File: src/rtl/mtc_div.sv
// ----------------------------------------------------------------------------
// mtc_div
// Restoring divider, one quotient bit per cycle.
// ----------------------------------------------------------------------------
`default_nettype none
module mtc_div #(
   parameter int NB = 41,
   parameter int DB = 24
) (
   input  wire logic          clock,
   input  wire logic          reset,
   input  wire logic          start,
   input  wire logic [NB-1:0] num,
   input  wire logic [DB-1:0] den,
   output logic               done,
   output logic [NB-1:0]      quo
);
   localparam int CB = $clog2(NB + 1);
   logic [NB-1:0] q_ff;
   logic [DB:0]   r_ff;
   logic [DB-1:0] d_ff;
   logic [CB-1:0] cnt_ff;
   logic          busy_ff;
   logic [DB:0]   trial;
   logic [DB:0]   diff;
   assign trial = {r_ff[DB-1:0], q_ff[NB-1]};
   assign diff  = trial - {1'b0, d_ff};
   always_ff @(posedge clock) begin
      if (reset) begin
         busy_ff <= 1'b0;
         done    <= 1'b0;
      end else begin
         done <= 1'b0;
         if (start) begin
            busy_ff <= 1'b1;
            cnt_ff  <= CB'(NB);
         end else if (busy_ff) begin
            cnt_ff <= cnt_ff - 1'b1;
            if (cnt_ff == CB'(1)) begin
               busy_ff <= 1'b0;
               done    <= 1'b1;
            end
         end
      end
      if (start) begin
         q_ff <= num;
         r_ff <= '0;
         d_ff <= den;
      end else if (busy_ff) begin
         if (!diff[DB]) begin
            r_ff <= diff;
            q_ff <= {q_ff[NB-2:0], 1'b1};
         end else begin
            r_ff <= trial;
            q_ff <= {q_ff[NB-2:0], 1'b0};
         end
      end
   end
   assign quo = q_ff;
endmodule
`default_nettype wire

File: config.mk
export PLATFORM = sky130hd
export DESIGN_NAME = mtc_div
export DESIGN_NICKNAME = d
export VERILOG_FILES = /design/src/rtl/mtc_div.sv
export SDC_FILE = /design/constraint.sdc
export NUM_CORES = 1
export LEC_CHECK = 0
export BUFFER_PORTS_ARGS = -buffer_cell sky130_fd_sc_hd__buf_2
export CAP_MARGIN = 10
export CELL_PAD_IN_SITES_DETAIL_PLACEMENT = 1
export CELL_PAD_IN_SITES_GLOBAL_PLACEMENT = 1
export CORE_MARGIN = 2
export CORE_UTILIZATION = 40
export DETAILED_ROUTE_END_ITERATION = 10
export PLACE_DENSITY = 0.84
export SLEW_MARGIN = 20
export SYNTH_ARGS = -nofsm -noshare
export SYNTH_HDL_FRONTEND = slang
export SYNTH_SLANG_ARGS = --single-unit
File: constraint.sdc
create_clock -name clock -period 7 [get_ports clock]
set_input_delay 1.75 -clock clock [delete_from_list [all_inputs] [get_ports clock]]
set_output_delay 1.75 -clock clock [all_outputs]
set_load 0.05 [all_outputs]
# Word level (Yosys, flattened, before mapping)
# Index checks and enable logic that the tools add are counted.
# totals
register_bits,97
latch_bits,0
ram_bits,0
romBits,0
inputBits,68
output_inout_bits,42
elab_cells,23
memories,0
# op_classes
addsub,2
multipliers,0
div_mod_pow,0
order_cmp,0
eq_ne,1
shift,0
mux,9
n_bitwise,2
reduce_logical,3
# op_table
cell,count
$mux W41,2
$sub A25 B24 Y25,1
$mux W24,1
$eq A6 B1 Y1 const B,1
$mux W6,1
$sub A6 B1 Y6 const B,1
$mux W1,5
$reduce_or A3 Y1,1
$not A1 Y1,2
$reduce_and A2 Y1,1
$reduce_bool A2 Y1,1

# Logic depth before layout (Yosys ltp)
# depth
ltp_word,4
mapped_depth,11
depth_no_buf,10

# Least setup slack after synthesis
# No wires, ideal clock.
# synth_timing
path_type,input-to-reg
from,in start
to,reg r_ff[23]
setup_time_ns,0.122
t_arrival_ns,3.397
required_time_ns,6.878
setup_slack_ns,3.481
path_stages,5
n_path_buf,1
path_cell_list,clkbuf_1 -> nor2_1 -> inv_1 -> o221ai_1 -> a311o_1
# synth_rtl
element,line,source
start: declaration,12,"input wire logic start,"
end signal: assignment,51,r_ff <= diff;
end signal: assignment,54,r_ff <= trial;
end: declaration,20,logic [DB:0] r_ff;

# Worst setup path after layout
# layout_timing
from,"reg q_ff[40], in the netlist quo[40]"
to,reg r_ff[2]
# layout_between
elab_chain_len,2
# layout_lines
element,line,source
start: declaration,19,logic [NB-1:0] q_ff;
start signal: assignment,46,q_ff <= num;
start signal: assignment,52,"q_ff <= {q_ff[NB-2:0], 1'b1};"
start signal: assignment,55,"q_ff <= {q_ff[NB-2:0], 1'b0};"
$sub A25 B24 Y25,27,"assign diff = trial - {1'b0, d_ff};"
$mux W24,50,if (!diff[DB]) begin
# Every way passes these cells.
# A chain may end at the register's enable or synchronous reset.

==> results.ini <==
[outcome]
outcome=complete, no violations

[die]
die_area_um2=15080
fp.dieW_um=122.8
initial_core_util_pct=40.82
core_um2=13830
die_y_um=122.8
placement_rows=43
io_pins=110

[logic_synthesis]
syn_area_um2=5644
postSynth.asyncResetShare_pct=0
synth_seq_cells=97
synth-main-ff-cell=edfxtp_1
synth_cells=542
yosysSeqAreaShare_pct=47.00
yosysUniqueCellTypes=66
synthTopCellsByArea=edfxtp_1, dfxtp_1, mux2_2, ha_1, a21oi_1
syn_avg_cell_area_um2=10.41
synth_top_cell_area_share_pct=37.77
synth_fp_nets=637
synth_edf_count=71
synth_commonest_cells=edfxtp_1, mux2_2, nor2_1, inv_1
synthMostInstantiatedCell=edfxtp_1
synth_top_cell_by_area=edfxtp_1
yosys_warnings=0

[pwr]
total_power_mw=1.573
powerDensity_nw_per_um2=237.3
p_leak_nw=2.742
ir_worst_vdd_v=0.0001351

[cts]
clock_latency_ns=0.36
holdBufCountCts=0
post_cts_resize_count=0
cts_buffers=9
cts_buffer_depth=2
cts_setup_buffers=0
cts_root_buf=clkbuf_16
htreeDepth=3
cts_tree=yes
clk_pin_slew_ns=0.08
cts_sinks=97

[sta]
fmax_mhz=274.1
finalSetupTns_ns=0
setup_violations=0
fin_crit_sh_pct=52.12
slew_viol_final=0
relSlewSlack_pct=28.64
clock_skew_ns=0.005881
finalHoldViolations=0
rsz0062_at_grt=false
fin_crit_ns=3.648
worst_pin_slew_ns=1.070

[finish]
fillers=1585
diodes=0
area_growth_pct=17.49
nets=732
drive_above_1_share_pct=28.19
final_core_util_pct=47.96

[worst_setup_path]
worst_ep_arrival_time_ns=3.89
cp-start-kind=flip-flop
cp-end-kind=flip-flop
r2r_end=r_ff[2]
reg2reg_slack_ns=3.35
critPathMaxFanout=23
worstRegToRegCells=10
worst-setup-path-type=flip-flop to flip-flop
required_ns=7.25
worstReg2RegStart=quo[40]

[global_routing]
grt_max_degree=86
gr-usage-all-layers_pct=22.08
antenna_found_initial=0
grt_pass1_wl_um=25770
grt.overflow.total=0
grt_pass1_vias=4928

[place]
gp_congestion=0.8487
dp_hpwl_um=11540
io_buffer_count=109

[worst_hold_path]
hp-class=flip-flop to flip-flop
whs_path_depth=2
hold-path-endpoint=r_ff[1]
hold_start=r_ff[1]

[detailed_routing]
post_drt_wl_per_cell_um=19.47
drc=0
via_per_inst=5.782
drtAntennaViolNets=0
dr.first_iter.drc_count=250
first_pass_iters=4
via_count=4753
drt-total-wl_um=16010

[job]
maxCapViolCount=0

[worst max path at each step]
stage / slack [ns] / cells past startpoint / end / startpoint
after CTS: 3.37 / 10 / r_ff[2] / quo[40]
final: 3.35 / 10 / r_ff[2] / quo[40]
after detailed placement: 3.21 / 4 / quo[21] / start
after floorplan: 3.48 / 5 / r_ff[23] / start
after global routing: 3.08 / 10 / r_ff[2] / quo[40]
after global placement: 3.28 / 4 / quo[20] / start
[worst max-delay path, cell delays in order, from the launching register on]
cell,delay [ns]
edfxtp_1,0.40
inv_1,0.06
ha_1,0.22
fa_1,0.39
nand2b_1,0.21
a21oi_1,0.30
o21ai_1,0.25
o41a_1,0.44
nand3_1,0.73
nand4_1,0.17
a311oi_1,0.37
[through the flow]
stage	cells	hold WS, ns	instance area (µm²)	setup slack, ns
final	822	0.4902	6631	3.352
after global routing	822	0.5359	6631	3.085
after CTS	822	0.4957	6631	3.368
after detailed placement	806	0.4854	6330	3.205
after global placement	806	0.4773	6330	3.280
after floorplan	542	0.4471	5644	3.481
[power by group]
part	total [mW]	internal, mW	switching (mW)
Sequential	0.698	0.672	0.0261
Combinational	0.370	0.121	0.249
Clock	0.505	0.255	0.250
[layout make-up]
type	instances	area (µm²)	area share (%)
clock buffer	9	225.2	3.396
clock inverter	7	76.32	1.151
inverter	36	135.1	2.038
multi-input combinational	380	2739	41.30
sequential	97	2653	40.00
tap	180	225.2	3.396
timing repair buffer	113	578.1	8.717
[routing by layer]
metal,track usage (%),share of wire [%],vias up
met1,28.68,42,2360
met3,3.206,4.1,26
met4,8.549,2.2,0
li1,-,-,2242
met2,37.05,51,125
met5,0,0,-
[cell usage in the layout (no fill, tap or decap), types with 6 or more instances in the layout]
master,instances
a21o_1,7
nand3_1,28
nor2_1,37
clkbuf_16,9
nand2b_1,9
a21oi_1,31
nand4_1,14
xor2_1,6
nor3_1,9
o21ai_0,23
and3_1,10
dfxtp_1,26
xnor2_1,9
o211ai_1,14
ha_1,26
edfxtp_1,71
buf_2,108
a311oi_1,12
inv_1,36
nand2_1,31
mux2_2,41
[cell families (layout without fill, tap and decap cells)]
group                      count (synthesis)  count (layout)  share of synthesized area (%)
AOI/OAI and AO/OA                        128             128                          16.07
xor gates and xnor gates                  15              15                          2.328
buffers and inverters                     65             165                          4.545
muxes                                     44              44                          8.712
adders and majority gates                 27              27                          6.118
DFF                                       97              97                          47.00
and+or+nand+nor                          166             166                          15.23
[flip-flops by register name, indices dropped and copies added (netlist names)]
register and cells:
done 1, busy_ff 1, r_ff 24, d_ff 24, quo 41, cnt_ff 6
Power figures use the tool's default switching activity.
