===== src/rtl/mtc_cell.sv =====
// ----------------------------------------------------------------------------
// mtc_cell
// One symbol slot; compares its symbol with the probe passing by and shifts
// the probe on to the next slot.
// ----------------------------------------------------------------------------
`default_nettype none
module mtc_cell #(
   parameter int IDX_BITS = 6
) (
   input  wire logic                clock,
   input  wire logic                wr_en,
   input  wire logic [31:0]         wr_sym,
   input  wire logic                present,
   input  wire logic                probe_vld_in,
   input  wire logic [31:0]         probe_in,
   input  wire logic                hit_in,
   input  wire logic [IDX_BITS-1:0] hit_idx_in,
   input  wire logic [IDX_BITS-1:0] my_idx,
   output logic                     probe_vld_out,
   output logic [31:0]              probe_out,
   output logic                     hit_out,
   output logic [IDX_BITS-1:0]      hit_idx_out,
   output logic [31:0]              sym_out
);
   logic [31:0] sym_ff;
   logic        match;
   assign match = present && (sym_ff == probe_in) && !hit_in;
   always_ff @(posedge clock) begin
      if (wr_en) begin
         sym_ff <= wr_sym;
      end
      probe_vld_out <= probe_vld_in;
      probe_out     <= probe_in;
      hit_out       <= hit_in || match;
      hit_idx_out   <= match ? my_idx : hit_idx_in;
   end
   assign sym_out = sym_ff;
endmodule
`default_nettype wire


===== config.mk =====
export PLATFORM = sky130hd
export DESIGN_NAME = mtc_cell
export DESIGN_NICKNAME = d
export VERILOG_FILES = /design/src/rtl/mtc_cell.sv
export SDC_FILE = /design/constraint.sdc
export NUM_CORES = 1
export LEC_CHECK = 0
export ABC_AREA = 1
export BUFFER_PORTS_ARGS = -buffer_cell sky130_fd_sc_hd__buf_4
export CORE_MARGIN = 2
export CORE_UTILIZATION = 47
export CTS_BUF_LIST = sky130_fd_sc_hd__clkbuf_16
export CTS_CLUSTER_DIAMETER = 30
export DETAILED_ROUTE_END_ITERATION = 10
export PLACE_DENSITY = 0.85
export SYNTH_ARGS = -nofsm -noshare
export SYNTH_HDL_FRONTEND = slang
export SYNTH_SLANG_ARGS = --single-unit

===== constraint.sdc =====
create_clock -name clock -period 2.7 [get_ports clock]
set_clock_uncertainty 0.1 [all_clocks]
set_input_delay 0.54 -clock clock [delete_from_list [all_inputs] [get_ports clock]]
set_output_delay 0.54 -clock clock [all_outputs]
set_load 0.02 [all_outputs]

# After elaboration in Yosys (flattened, before gate mapping)
# Index checks and enable logic that the tools add are counted.
# totals
ff_bits,72
input_bits,81
out_inout_bits,72
wordCells,11
# op_classes
eq_ne,1
n_mux,1
reduce_logical,4
# ops
operator,count
$eq A32 B32 Y1,1
$mux W6,1
$logic_and A1 B1 Y1,2
$logic_not A1 Y1,1
$logic_or A1 B1 Y1,1

# Logic depth before layout (Yosys ltp)
# Gate-level depths: netlist (run 1).
# depth
ltp_word,4
depth_mapped,11
ltp_nobuf,11

# Worst setup path before layout (run 1)
# Ideal clock, no wire load.
# synth_path
path_kind,input to register
start,in probe_in[21]
end,reg hit_idx_out[0]
setup_time_ps,113
t_arrival_ps,1297
required_time_ps,2487
path_slack_ps,1190
cell_stages,9
n_path_buf,0
path_cell_list,inv_1 -> a21boi_2 -> nand2_1 -> nor2_1 -> nand2_1 -> nor2_4 -> nand4_4 -> nand2_1 -> nand2_1
# synth_via
elab_chain_len,4
# synth_rtl
element,line_no,rtl
from (decl),15,"input wire logic [31:0] probe_in,"
$eq A32 B32 Y1,27,assign match = present && (sym_ff == probe_in) && !hit_in;
$logic_and A1 B1 Y1 (2 in a row),27,
$mux W6,35,hit_idx_out <= match ? my_idx : hit_idx_in;
to (signal assigned),35,
to (decl),22,"output logic [IDX_BITS-1:0] hit_idx_out,"
# No other way between the ends.
# A chain may end at the register's enable or synchronous reset.

# Worst setup path in the final report (run 1)
# layout_path
start,reg sym_ff[12] (netlist: sym_out[12])
end,reg hit_idx_out[3]
# layout_via
elab_chain_len,4
# layout_rtl
element,line_no,rtl
from (decl),25,logic [31:0] sym_ff;
from (signal assigned),30,sym_ff <= wr_sym;
$eq A32 B32 Y1,27,
$logic_and A1 B1 Y1 (2 in a row),27,
$mux W6,35,
# No other way between the ends.

==> results of run 1 <==
## worst max path at each step
stage                       from        endpoint  slack (ns)  cells after the start
finish               sym_out[12]  hit_idx_out[3]        1.10                     10
global route         sym_out[12]  hit_idx_out[5]        0.93                     10
CTS                  sym_out[12]  hit_idx_out[3]        1.07                     10
detailed placement  probe_in[12]  hit_idx_out[3]        0.85                     11
global placement    probe_in[12]  hit_idx_out[0]        0.93                     11
floorplan           probe_in[21]  hit_idx_out[0]        1.19                      9
## per-layer routing
layer	track usage	wire (µm)
met5	0	0
met4	0.1017	148
met3	0.07692	626
met2	0.3731	3378
met1	0.1979	2261
## layout by cell type (no fill, tap or decap), types with 2 or more instances in the layout
| cell type | count |
|---|---|
| inv_2 | 2 |
| clkbuf_16 | 9 |
| inv_1 | 58 |
| clkinv_2 | 4 |
| nand3_1 | 3 |
| dfxtp_1 | 40 |
| nor2_2 | 2 |
| nor3_2 | 2 |
| buf_4 | 152 |
| nor2_1 | 24 |
| edfxtp_1 | 32 |
| clkinv_1 | 2 |
| xnor2_1 | 4 |
| nand2_1 | 109 |
| nand4_1 | 6 |
## area by class of cell
| cell class | count | area, µm² |
|---|---|---|
| Fill cell | 420 | 1340 |
| Sequential cell | 72 | 1762 |
| Clock inverter | 7 | 31.28 |
| Multi-Input combinational cell | 156 | 695.7 |
| Clock buffer | 9 | 225.2 |
| Inverter | 59 | 221.5 |
| Tap cell | 72 | 90.09 |
| Timing Repair Buffer | 152 | 1141 |
## cell families after synthesis
logic type             Yosys count
XOR/XNOR                         4
flip-flops                      72
AND/OR/NAND/NOR                150
AO/OA/AOI/OAI                    2
buffers and inverters           59
## registers in the layout (all words and copies together), names as in the netlist
name,cells
sym_out,32
hit_idx_out,6
probe_vld_out,1
hit_out,1
probe_out,32
## through the flow
| stage | cells | utilization | hold slack [ns] | power, µW |
|---|---|---|---|---|
| 2_1_floorplan | 287 | - | 0.4677 | 1459 |
| 3_3_place_gp | 511 | 0.7101 | 0.5556 | 1687 |
| 3_5_place_dp | 511 | 0.7101 | 0.5547 | 1701 |
| 4_1_cts | 527 | 0.7566 | 0.2238 | 2705 |
| 5_1_grt | 527 | 0.7566 | 0.2182 | 2802 |
| 6_report | 527 | 0.7566 | 0.2319 | 2681 |
## report_power, final
group,leakage (µW),switching (µW),internal [µW]
logic,0.00146,220,201
registers,0.000651,37.9,1220
clock network,0.000139,402,604
==> flow_summary_export.csv, run 1 <==
group,metric,value,unit
layout,diodes,0,
timing,setup_viol,0,
routing,drc,0,
logic_synthesis,synth_cell_type_count,18,
cts,clkTransAtPathRegs,0.06,ns
setup_path,crit_path_start_kind,"flop",
logic_synthesis,synth_compound_area_frac,0.006539,
logic_synthesis,syn_nets,368,
global_routing,antenna_found_initial,0,
timing,finalMaxSlewViolations,0,
routing,vias_per_cell,4.370,
global_routing,grt_pass1_wl,9646,µm
global_routing,overflow,0,
run_status,outcome,"complete, no violations",
logic_synthesis,synth_area_leaders,"edfxtp_1, dfxtp_1, nand2_1, inv_1, nor2_1",
pwr,powerDensity,643.4,nW/µm²
global_routing,grt_max_degree,33,
setup_path,crit_buf_inv,1,
routing,ant_nets,0,
routing,wire_per_inst,12.17,µm
setup_path,r2r_start,"sym_out[12]",
setup_path,crit_slowest_cell,"edfxtp_1",
setup_path,path_common_cell,"nand2_1",
layout,syn2layout_area_growth,55.53,%
floorplanning,die_y,79.50,µm
setup_path,reg2reg_slack,1.10,ns
cts,insertion_delay,0.32,ns
place,portBuffers,152,
logic_synthesis,ys.flop_type,"dfxtp_1",
logic_synthesis,synth_area_per_cell,9.334,µm²
logic_synthesis,yosysSeqAreaShare,0.6576,
logic_synthesis,synth_async_sr_flop_share,0,
cts,cts_resized,0,
setup_path,critical_path_class,"reg2reg",
timing,fmaxAchievable,0.6239,GHz
setup_path,reg2regPathDepth,10,
logic_synthesis,synth_edf_count,32,
place,place_ws,0.8492,ns
setup_path,r2r_end,"hit_idx_out[3]",
flow_run,cap_violations,0,
floorplanning,die_area,6319,µm²
place,hpwl,5125,µm
setup_path,arrival,1.71,ns
global_routing,grt_usage,0.2037,
timing,rsz0062_at_grt,"false",
routing,drt_wl_total,6414,µm
logic_synthesis,yosysTopAreaCellShare,0.3587,
global_routing,grt_pass1_vias,2301,
logic_synthesis,synth_fa_ha_area_frac,0,
cts,clock_sinks,72,
logic_synthesis,synth_cells,287,
cts,cts_tree,"done",
routing,vias,2303,
cts,htreeDepth,3,
logic_synthesis,yosysMostFrequentCell,"nand2_1",
layout,drive_gt1_frac,0.3868,
floorplanning,initial_core_util,0.4865,
setup_path,critPathMaxStageDelay,0.40,ns
timing,setup_tns,0,ns
cts,clockBufferDepth,2,
logic_synthesis,ys_top_cells_by_count,"nand2_1, inv_1, dfxtp_1",
logic_synthesis,synthSimpleGateAreaFrac,0.2401,
floorplanning,die_w,79.50,µm
logic_synthesis,muxShareOfSynthArea,0,
timing,fin_crit_sh,0.5936,
timing,fin_crit,1.603,ns
min_path,holdPathEnd,"probe_out[1]",
logic_synthesis,ys_seq_elements,72,
logic_synthesis,yosysTopAreaCell,"edfxtp_1",
setup_path,endpoint_kind,"flop",
floorplanning,rows,27,
pwr,power.leakage,0.002250,µW
logic_synthesis,synth_xor_area_frac,0.01308,
cts,cts_setup_buffers,0,
timing,maxSlewHeadroom,0.7208,
cts,numCtsBuffers,9,
timing,hold_viol_final,0,
routing,dr.pass1.iters,4,
setup_path,crit_family,"simple AND/OR/NAND/NOR gates",
pwr,irDropWorstVdd,0.4531,mV
cts,root_buffer,"clkbuf_16",
timing,worst_pin_slew,0.4188,ns
min_path,worstHoldStart,"probe_in[1]",
logic_synthesis,yosysWarnings,0,
setup_path,path_cells,"inv_1 > nand2_1 > nand2_1 > nand2_1 > nor2_1 > nand2_1 > nor2_4 > nand4_4 > nand2_1 > nand2_1",
place,dpl-instance-area,3910,µm²
timing,fin_ws,1.097,ns
setup_path,critPathMaxFanout,8,
setup_path,cp.required,2.80,ns
place,finalWeightedCongestion,0.7849,
routing,drt_iter0_drc,69,
layout,stdcell_area,4167,µm²
min_path,min_path_cells,1,
layout,nets,531,
floorplanning,core_area,5507,µm²
floorplanning,ios,153,
min_path,min_path_type,"in2reg",
cts,hold_buffers,0,
logic_synthesis,synth_top_family_by_area,"simple AND/OR/NAND/NOR gates",
logic_synthesis,syn_area,2679,µm²
(Power assumes the default switching activity.)
==> inputs of run 2 (changes only) <==
==> config.mk (replaced) <==
export PLATFORM = sky130hd
export DESIGN_NAME = mtc_cell
export DESIGN_NICKNAME = d
export VERILOG_FILES = /design/src/rtl/mtc_cell.sv
export SDC_FILE = /design/constraint.sdc
export NUM_CORES = 1
export LEC_CHECK = 0
export ABC_AREA = 0
export BUFFER_PORTS_ARGS = -buffer_cell sky130_fd_sc_hd__buf_4
export CORE_MARGIN = 2
export CORE_UTILIZATION = 41
export CTS_BUF_LIST = sky130_fd_sc_hd__clkbuf_16
export CTS_CLUSTER_DIAMETER = 30
export DETAILED_ROUTE_END_ITERATION = 10
export PLACE_DENSITY = 0.79
export SYNTH_ARGS = -nofsm -noshare
export SYNTH_HDL_FRONTEND = slang
export SYNTH_SLANG_ARGS = --single-unit
==> constraint.sdc (replaced) <==
create_clock -name clock -period 1.6 [get_ports clock]
set_clock_uncertainty 0.1 [all_clocks]
set_input_delay 0.32 -clock clock [delete_from_list [all_inputs] [get_ports clock]]
set_output_delay 0.32 -clock clock [all_outputs]
set_load 0.02 [all_outputs]
==> flow_summary_export.csv, run 2 <==
group,metric,value,unit
pwr,irDropWorstVdd,0.9128,mV
timing,fmaxAchievable,0.5227,GHz
logic_synthesis,yosysSeqAreaShare,0.7775,
setup_path,reg2regPathDepth,5,
floorplanning,initial_core_util,0.4192,
flow_run,cap_violations,0,
setup_path,critPathMaxFanout,6,
logic_synthesis,synthSimpleGateAreaFrac,0.07013,
logic_synthesis,synth_async_sr_flop_share,0,
routing,dr_wl_met2,3527,µm
logic_synthesis,yosysTopAreaCellShare,0.4241,
routing,top_layer,"met4",
setup_path,reg2reg_slack,-0.31,ns
cts,htreeDepth,3,
logic_synthesis,synth_area_per_cell,17.04,µm²
routing,vias,1809,
routing,wl_met1,2148,µm
timing,fin_ws,-0.3132,ns
setup_path,r2r_end,"hit_idx_out[3]",
logic_synthesis,ys_seq_elements,72,
global_routing,antenna_found_initial,0,
setup_path,endpoint_kind,"flop",
logic_synthesis,synth_cells,133,
timing,fin_crit,1.913,ns
layout,layout_common_cells,"buf_4, dfxtp_1, edfxtp_1",
routing,dr.pass1.iters,4,
routing,dr_wl_met3,486,µm
layout,drive_gt1_frac,0.6186,
run_status,outcome,"finished, violations left",
cts,cts_tree,"done",
layout,nets,409,
logic_synthesis,synth_area_leaders,"edfxtp_1, dfxtp_1, xnor2_1, mux2_2, nand4_1",
setup_path,startpoint,"sym_out[13]",
floorplanning,die_w,78.34,µm
logic_synthesis,muxShareOfSynthArea,0.02982,
timing,fin_crit_sh,1.196,
routing,wire_per_inst,15.62,µm
routing,vias_per_cell,4.467,
floorplanning,rows,27,
pwr,powerDensity,1181,nW/µm²
logic_synthesis,syn_area,2266,µm²
global_routing,grt_pass1_wl,9390,µm
place,finalWeightedCongestion,0.7746,
timing,maxSlewHeadroom,0.7320,
floorplanning,die_area,6137,µm²
setup_path,crit_path_start_kind,"flop",
logic_synthesis,yosysWarnings,0,
cts,root_buffer,"clkbuf_16",
logic_synthesis,synth_edf_count,32,
cts,numCtsBuffers,9,
cts,clockBufferDepth,2,
timing,rsz0062_at_grt,"true",
floorplanning,die_y,78.34,µm
cts,clkTransAtPathRegs,0.06,ns
global_routing,grt_pass1_vias,1896,
logic_synthesis,syn_nets,214,
timing,worst_pin_slew,0.4020,ns
setup_path,arrival,2.02,ns
logic_synthesis,yosysTopAreaCell,"edfxtp_1",
place,portBuffers,152,
setup_path,critical_path_class,"reg2reg",
routing,ant_nets,0,
min_path,min_path_type,"in2reg",
routing,drt_iter0_drc,46,
run_status,violations,"negative setup slack",
pwr,p_total,4823,µW
floorplanning,ios,153,
global_routing,grt_max_degree,33,
logic_synthesis,yosysMostFrequentCell,"dfxtp_1",
floorplanning,core_area,5405,µm²
global_routing,grt_usage,0.2090,
timing,setup_viol,7,
timing,whs,0.01186,ns
setup_path,r2r_start,"sym_out[13]",
layout,syn2layout_area_growth,80.18,%
cts,insertion_delay,0.32,ns
logic_synthesis,synth_top_family_by_area,"XOR/XNOR gates",
cts,clock_sinks,72,
routing,drt_wl_total,6328,µm
layout,diodes,0,
layout,fin_util,0.7553,
pwr,power.leakage,0.001881,µW
timing,hold_viol_final,0,
layout,final_common_cell,"buf_4",
timing,finalMaxSlewViolations,0,
setup_path,cp.required,1.71,ns
setup_path,endpoint,"hit_idx_out[3]",
logic_synthesis,synth_fa_ha_area_frac,0,
global_routing,overflow,0,
logic_synthesis,synth_compound_area_frac,0.01380,
logic_synthesis,synth_xor_area_frac,0.1005,
logic_synthesis,synth_cell_type_count,19,
logic_synthesis,ys.flop_type,"dfxtp_1",
logic_synthesis,ys_top_cells_by_count,"dfxtp_1, edfxtp_1, xnor2_1",
routing,drc,0,
==> run 2: changes by cell type after synthesis, sizes merged, moves of 4 or more <==
cell	delta
nand2	-110
nor4	+4
nor2	-28
xnor2	+20
mux2	+6
nor2b	+6
inv	-53
==> run 2: logic make-up (layout without fill, tap and decap cells) <==
family | after synthesis | in the layout
buffers and inverters | 5 | 205
XOR/XNOR | 26 | 26
multiplexers | 6 | 6
flip-flops | 72 | 72
AO/OA/AOI/OAI | 4 | 4
AND/OR/NAND/NOR | 20 | 20
==> run 2: final cells by class <==
type,instances,area (µm²)
inverter,5,18.77
multi-input combinational,56,523.0
clock buffer,10,250.2
fill,369,1323
tap,72,90.09
clock inverter,6,50.05
sequential,72,1762
timing repair buffer,184,1389
==> run 2: per-stage QoR <==
step                      setup WS, ns  TNS (ns)  cells  cell area [µm²]
after floorplan                -0.2390    -1.434    133             2281
after global placement         -0.3138    -1.876    384             3715
after detailed placement       -0.3865    -2.314    384             3715
after CTS                      -0.3459    -2.156    403             4040
after global routing           -0.3887    -2.497    405             4083
final                          -0.3132    -1.951    405             4083
==> run 2: worst max-delay path, stage by stage, from the launching register on <==
cell      delay (ns)
edfxtp_1        0.41
xnor2_1         0.18
nand4_1         0.18
nor4_4          0.39
nand4_4         0.21
mux2_2          0.32
==> run 2: repair_timing <==
item,in CTS,in global routing
setup endpoints to repair,7,7
pin swaps,3,3
gates resized for setup,0,3
endpoints found under the hold margin,1,2
buffers inserted,2,0
hold buffers,1,2
gates cloned,0,0
==> run 2: power breakdown <==
group          internal [µW]  switching (µW)
combinational            407             335
clock                   1280             690
sequential              2050            63.7
==> run 2: how the worst min path moves through the flow <==
stage / start / end / depth (start not counted) / slack, ns
finish: probe_in[0] / probe_out[0] / 1 / 0.01
floorplan: probe_in[0] / probe_out[0] / 0 / 0.25
detailed placement: probe_vld_in / probe_vld_out / 1 / 0.33
global route: probe_in[5] / probe_out[5] / 1 / 0.0002
global placement: probe_vld_in / probe_vld_out / 1 / 0.33
CTS: probe_in[8] / probe_out[8] / 1 / 0.003
==> run 2: per-layer routing <==
metal  GRT usage  up-vias
met4      0.1035        0
li1            -      866
met1      0.2070      840
met3     0.06552       14
met5           0        -
met2      0.3905       89
